===== src/sv/bmhq_pkg.sv =====
`timescale 1ns / 1ps
package bmhq_pkg;

   localparam int CAPACITY_DEF     = 256;
   localparam int KEY_BITS_DEF     = 32;
   localparam int PAYLOAD_BITS_DEF = 32;

   localparam logic [1:0] FUNC_INSERT = 2'd0;
   localparam logic [1:0] FUNC_REMOVE = 2'd1;
   localparam logic [1:0] FUNC_PEEK   = 2'd2;
   localparam logic [1:0] FUNC_NONE   = 2'd3;

   localparam logic [1:0] STATUS_OK    = 2'd0;
   localparam logic [1:0] STATUS_FULL  = 2'd1;
   localparam logic [1:0] STATUS_EMPTY = 2'd2;

   typedef enum logic [3:0] {
      ST_IDLE,
      ST_DISPATCH,
      ST_UP_READ,
      ST_UP_CMP,
      ST_ROOT_READ,
      ST_ROOT_LOAD,
      ST_LAST_LOAD,
      ST_DN_READ_L,
      ST_DN_READ_R,
      ST_DN_CMP,
      ST_DONE
   } state_type;

   typedef struct packed {
      logic load_req;
      logic write_new;
      logic up_read;
      logic up_step;
      logic root_read;
      logic root_load;
      logic take_last;
      logic last_load;
      logic dn_read_l;
      logic dn_read_r;
      logic dn_step;
      logic set_full;
      logic set_empty;
   } cmd_type;

   typedef struct packed {
      logic [1:0] func;
      logic       is_full;
      logic       is_empty;
      logic       up_more;
      logic       up_go;
      logic       dn_more;
      logic       dn_has_l;
   } sts_type;

endpackage


===== src/sv/bmhq_ctrl.sv =====
`timescale 1ns / 1ps
module bmhq_ctrl
   import bmhq_pkg::*;
(
   input  logic    clock,
   input  logic    reset,
   input  logic    req_valid,
   output logic    req_stall,
   output logic    rsp_valid,
   input  logic    rsp_stall,
   input  sts_type sts,
   output cmd_type cmd
);

   state_type state_ff, state_in;

   always_ff @(posedge clock) begin
      if (reset) begin
         state_ff <= ST_IDLE;
      end else begin
         state_ff <= state_in;
      end
   end

   always_comb begin
      state_in = state_ff;
      case (state_ff)
         ST_IDLE: begin
            if (req_valid) state_in = ST_DISPATCH;
         end
         ST_DISPATCH: begin
            case (sts.func)
               FUNC_INSERT: state_in = sts.is_full ? ST_DONE : ST_UP_READ;
               FUNC_REMOVE, FUNC_PEEK: state_in = sts.is_empty ? ST_DONE : ST_ROOT_READ;
               default:     state_in = ST_DONE;
            endcase
         end
         ST_UP_READ:   state_in = sts.up_more ? ST_UP_CMP : ST_DONE;
         ST_UP_CMP:    state_in = sts.up_go ? ST_UP_READ : ST_DONE;
         ST_ROOT_READ: state_in = ST_ROOT_LOAD;
         ST_ROOT_LOAD: state_in = (sts.func == FUNC_REMOVE) ? ST_LAST_LOAD : ST_DONE;
         ST_LAST_LOAD: state_in = ST_DN_READ_L;
         ST_DN_READ_L: state_in = sts.dn_has_l ? ST_DN_READ_R : ST_DONE;
         ST_DN_READ_R: state_in = ST_DN_CMP;
         ST_DN_CMP:    state_in = sts.dn_more ? ST_DN_READ_L : ST_DONE;
         ST_DONE: begin
            if (!rsp_stall) state_in = ST_IDLE;
         end
         default: state_in = ST_IDLE;
      endcase
   end

   always_comb begin
      cmd       = '0;
      req_stall = 1'b1;
      rsp_valid = 1'b0;
      case (state_ff)
         ST_IDLE: begin
            req_stall    = 1'b0;
            cmd.load_req = req_valid;
         end
         ST_DISPATCH: begin
            if (sts.func == FUNC_INSERT && !sts.is_full) cmd.write_new = 1'b1;
            if (sts.func == FUNC_INSERT && sts.is_full) cmd.set_full = 1'b1;
            if ((sts.func == FUNC_REMOVE || sts.func == FUNC_PEEK) && sts.is_empty)
               cmd.set_empty = 1'b1;
         end
         ST_UP_READ:   cmd.up_read   = 1'b1;
         ST_UP_CMP:    cmd.up_step   = 1'b1;
         ST_ROOT_READ: cmd.root_read = 1'b1;
         ST_ROOT_LOAD: begin
            cmd.root_load = 1'b1;
            cmd.take_last = (sts.func == FUNC_REMOVE);
         end
         ST_LAST_LOAD: cmd.last_load = 1'b1;
         ST_DN_READ_L: cmd.dn_read_l = 1'b1;
         ST_DN_READ_R: cmd.dn_read_r = 1'b1;
         ST_DN_CMP:    cmd.dn_step   = 1'b1;
         ST_DONE: begin
            rsp_valid = 1'b1;
         end
         default: ;
      endcase
   end

endmodule


===== config.mk =====
export PLATFORM = sky130hd
export DESIGN_NAME = bmhq_ctrl
export DESIGN_NICKNAME = d
export VERILOG_FILES = /design/src/sv/bmhq_pkg.sv /design/src/sv/bmhq_ctrl.sv
export SDC_FILE = /design/constraint.sdc
export NUM_CORES = 1
export LEC_CHECK = 0
export ABC_AREA = 1
export ABC_CLOCK_PERIOD_IN_PS = 2600
export BUFFER_PORTS_ARGS = -buffer_cell sky130_fd_sc_hd__buf_2
export CORE_MARGIN = 5
export CORE_UTILIZATION = 35
export DETAILED_ROUTE_END_ITERATION = 16
export SLEW_MARGIN = 40
export SYNTH_ARGS = -nofsm -noshare
export SYNTH_HDL_FRONTEND = slang
export SYNTH_SLANG_ARGS = --single-unit
export TNS_END_PERCENT = 1

===== constraint.sdc =====
create_clock -name clock -period 2.6 [get_ports clock]
set_clock_uncertainty 0.15 [all_clocks]
set_input_delay 0 -clock clock [delete_from_list [all_inputs] [get_ports clock]]
set_output_delay 0 -clock clock [all_outputs]
set_load 0.1 [all_outputs]

### Yosys cells after proc, flatten, opt, wreduce, memory -nomap -nowiden

Index checks and enable logic that the tools add are counted.

* flip-flop bits (word level): 4
* input bits: 12
* output and inout bits: 15

* equality and inequality tests: 14
* multiplexer cells: 27
* reductions and logical operators: 9

Operators by type and width (count)
* $pmux 4 s11: 1
* $mux 4: 8
* $eq 4x3->1 const B: 4
* $mux 1: 14
* $eq 4x4->1 const B: 3
* $eq 4x2->1 const B: 2
* $pmux 4 s2: 1
* $mux 2: 3
* $eq 4x1->1 const B: 1
* $logic_not 4->1: 1
* $ne 2x2->1 const B: 2
* $logic_and 1x1->1: 3
* $eq 2x1->1 const B: 1
* $eq 2x2->1 const B: 1
* $logic_not 2->1: 1
* $reduce_and 2->1: 1
* $reduce_or 2->1: 1
* $logic_not 1->1: 1
* $logic_or 1x1->1: 1

### Longest topological paths before layout

* depth in word-level cells: 5
* mapped depth: 10
* mapped depth without buffers: 10

### Worst setup path after synthesis

OpenSTA, ideal clock, no wires.

* kind: reg2out
* start point: register state_ff[2]
* end point: output cmd[12] (netlist name)
* data arrival time: 2.694 ns
* data required time: 2.450 ns
* path slack: -0.244 ns
* cell stages (with the launch flop): 4
* path buffers: 0
* cell sequence: dfxtp_1 > nor2_1 > nand2_1 > nor2_1

RTL lines
* start: declaration: RTL line bmhq_ctrl.sv:15 `state_type state_ff, state_in;`
* start signal: assignment: RTL line bmhq_ctrl.sv:21 `state_ff <= state_in;`
* end: declaration: RTL line bmhq_ctrl.sv:12 `output cmd_type cmd`

### Worst setup path after layout

* start point: register state_ff[2]
* end point: register state_ff[0]

* cells in the longest elaborated chain, start to end: 3
* elaborated cells on any way between the ends: 15

RTL lines
* $eq 4x4->1 or $logic_not 4->1 (tied branches): RTL line bmhq_ctrl.sv:27 `case (state_ff)`
* $ne 2x2->1 (no line)
* $reduce_and 2->1 (no line)

Parallel ways exist; a longest one is shown, timed or not.
A chain may end at the register's enable or synchronous reset.

==> impl_metrics.ini <==
[outcome]
outcome = finished, final reports clean

[critical_path]
path_depth = 5
cp_max_fo = 5
arrival_ps = 1900
critPathTopFamily = buffers and inverters
reg2reg_depth = 5
cp-start-kind = flip-flop
regToRegSetupSlack_ps = 650
crit_buf_inv = 1
crit_type = reg2reg
crit_path_top_delay_cell = dlygate4sd3_1
worstPathCellList = nor2_1, nand2_1, o21ai_0, nor3_2, dlygate4sd3_1
cp.required_ps = 2560
critPathCaptureType = flip-flop
slowest_delay_ps = 560

[clock_network]
clkTransAtPathRegs_ps = 40
cts_setup_buffers = 0
htreeDepth = 1
cts_max_path_buffers = 2
cts_resized = 0
cts_root_buf = clkbuf_4
postCtsHoldBufs = 5
cts_sinks = 4
cts_tree = done
numCtsBuffers = 3
worstSkewPairLatency_ps = 230

[cells_and_area]
nNetsFinal = 145
largest_reg_flops = 4
drive_above_1_share = 0.3047
synthToLayoutAreaGrowth_pct = 43.45
reg_top3 = state_ff: 4 flops
fillers = 161
diodes = 0
regMostFlops = state_ff
finalInstanceArea_um2 = 739.5

[global_routing]
grt_pass1_vias = 577
grt_pass1_wl_mm = 2.415
grt_max_degree = 7
grt_util_all_layers = 0.1237
antenna_found_initial = 0
overflow = 0

[power]
ir_drop_uv = 547.7
power_leakage_nw = 0.5069
power_density_mw_per_mm2 = 1034

[route]
drc = 0
wirelength_mm = 1.358
drt-initial-drc-count = 15
vias_per_cell = 4.483
via_count = 641
firstDrtPassIters = 4
wire_per_inst_um = 9.497
ant_nets = 0

[die]
fp.dieH_um = 48.38
die_x_um = 48.38
ios = 27
core-area_mm2 = 0.001350
start_util = 0.3818
rows = 13
dieArea_mm2 = 0.002340

[place]
postPlaceCellArea_um2 = 666.9
place_ws_ps = 1120
hpwl_mm = 1.188
routabilityCongestion = 0.8184
portBuffers = 26

[synth]
syn_inst = 94
syn-cell-area_um2 = 515.5
synth_cell_types = 17
synth_warnings = 0
ys_seq_area_frac = 0.1553
ys_ff_latch = 4
synth_area_per_cell_um2 = 5.484
syn_nets = 109

[hold_path]
holdPathStages = 6
hold_path_class = in2reg

[sta]
maxSlewHeadroom = 0.6773
final_max_slew_viol_count = 0
min_period_ps = 1946
finalSetupViolations = 0
finalCritPeriodShare = 0.7483
rsz0062_at_grt = no
fmax_mhz = 514.0
worst_pin_slew_ps = 487.4
timing.final.ws_setup_ps = 654.4
hold_viol_final = 0

[job]
cap_violations = 0
[cell usage after synthesis]
master	count	area, um^2
nor3_2	2	20.02
inv_2	1	3.750
o211ai_1	1	7.510
nand3_1	5	25.02
nor2_1	12	45.04
nand2_2	1	6.260
nand2_1	25	93.84
nand3b_1	3	22.52
o21ai_0	4	20.02
ha_1	3	37.54
inv_1	25	93.84
nor2_4	2	22.52
dfxtp_1	4	80.08
o21ai_2	1	8.760
a31oi_1	1	6.260
nor3_1	2	10.01
nor2_2	2	12.51
[placed cells by master, fill, tap and decap left out, drive strengths merged]
master       netlist  layout
a31oi              1       1
nand2             26      26
nor3               4       4
nand3b             3       3
inv               26      26
o21ai              5       5
ha                 3       3
o211ai             1       1
dfxtp              4       4
buf                0      26
dlygate4sd3        0       5
nor2              16      16
clkbuf             0       3
nand3              5       5
[stage by stage]
stage | total power, mW | hold WS, ps | instances | utilization | TNS (ps)
floorplan | 0.5826 | -80.59 | 94 | - | -340.7
global placement | 0.6726 | 57.61 | 135 | 0.4940 | 0
detailed placement | 0.6752 | 60.67 | 135 | 0.4940 | 0
CTS | 0.7698 | 57.80 | 143 | 0.5477 | 0
global route | 0.8172 | 123.0 | 143 | 0.5477 | 0
finish | 0.7644 | 73.09 | 143 | 0.5477 | 0
[area by class of cell]
cell class	instances	area, um^2	area share
Clock buffer	3	22.52	0.03046
Inverter	26	97.59	0.1320
Multi-Input combinational cell	64	340.3	0.4602
Sequential cell	4	80.08	0.1083
Tap cell	15	18.77	0.02538
Timing Repair Buffer	31	180.2	0.2437
[power by group]
part / switching, mW / internal [mW]
logic: 0.463 / 0.117
registers: 0.0290 / 0.0808
clock network: 0.0230 / 0.0515
[layer usage]
| metal | vias up | routed length [um] | GRT usage |
|---|---|---|---|
| li1 | 348 | - | - |
| met1 | 274 | 628 | 0.1517 |
| met2 | 19 | 636 | 0.2022 |
| met3 | 0 | 93 | 0.02752 |
| met4 | 0 | 0 | 0.05530 |
| met5 | - | 0 | 0 |
[tightest hold or removal path, delay by kind of cell]
family	cells	cell delay (ps)
buffers and inverters	2	140
and+or+nand+nor	4	280
[path summary, 6_finish.rpt]
check,from,to
setup / recovery,state_ff[2],state_ff[0]
hold / removal,sts[1],state_ff[3]
hold reg to reg,state_ff[3],state_ff[1]
setup reg to reg,state_ff[2],state_ff[0]
[cells by family (layout without fill, tap and decap cells)]
family                     Yosys count  in the layout  synth area share
and+or+nand+nor                     54             54            0.5000
buffers and inverters               26             60            0.1893
AOI/OAI and AO/OA                    7              7           0.08254
DFF                                  4              4            0.1553
adders and majority gates            3              3           0.07282
Note: power is estimated with default switching activity, not from simulation.
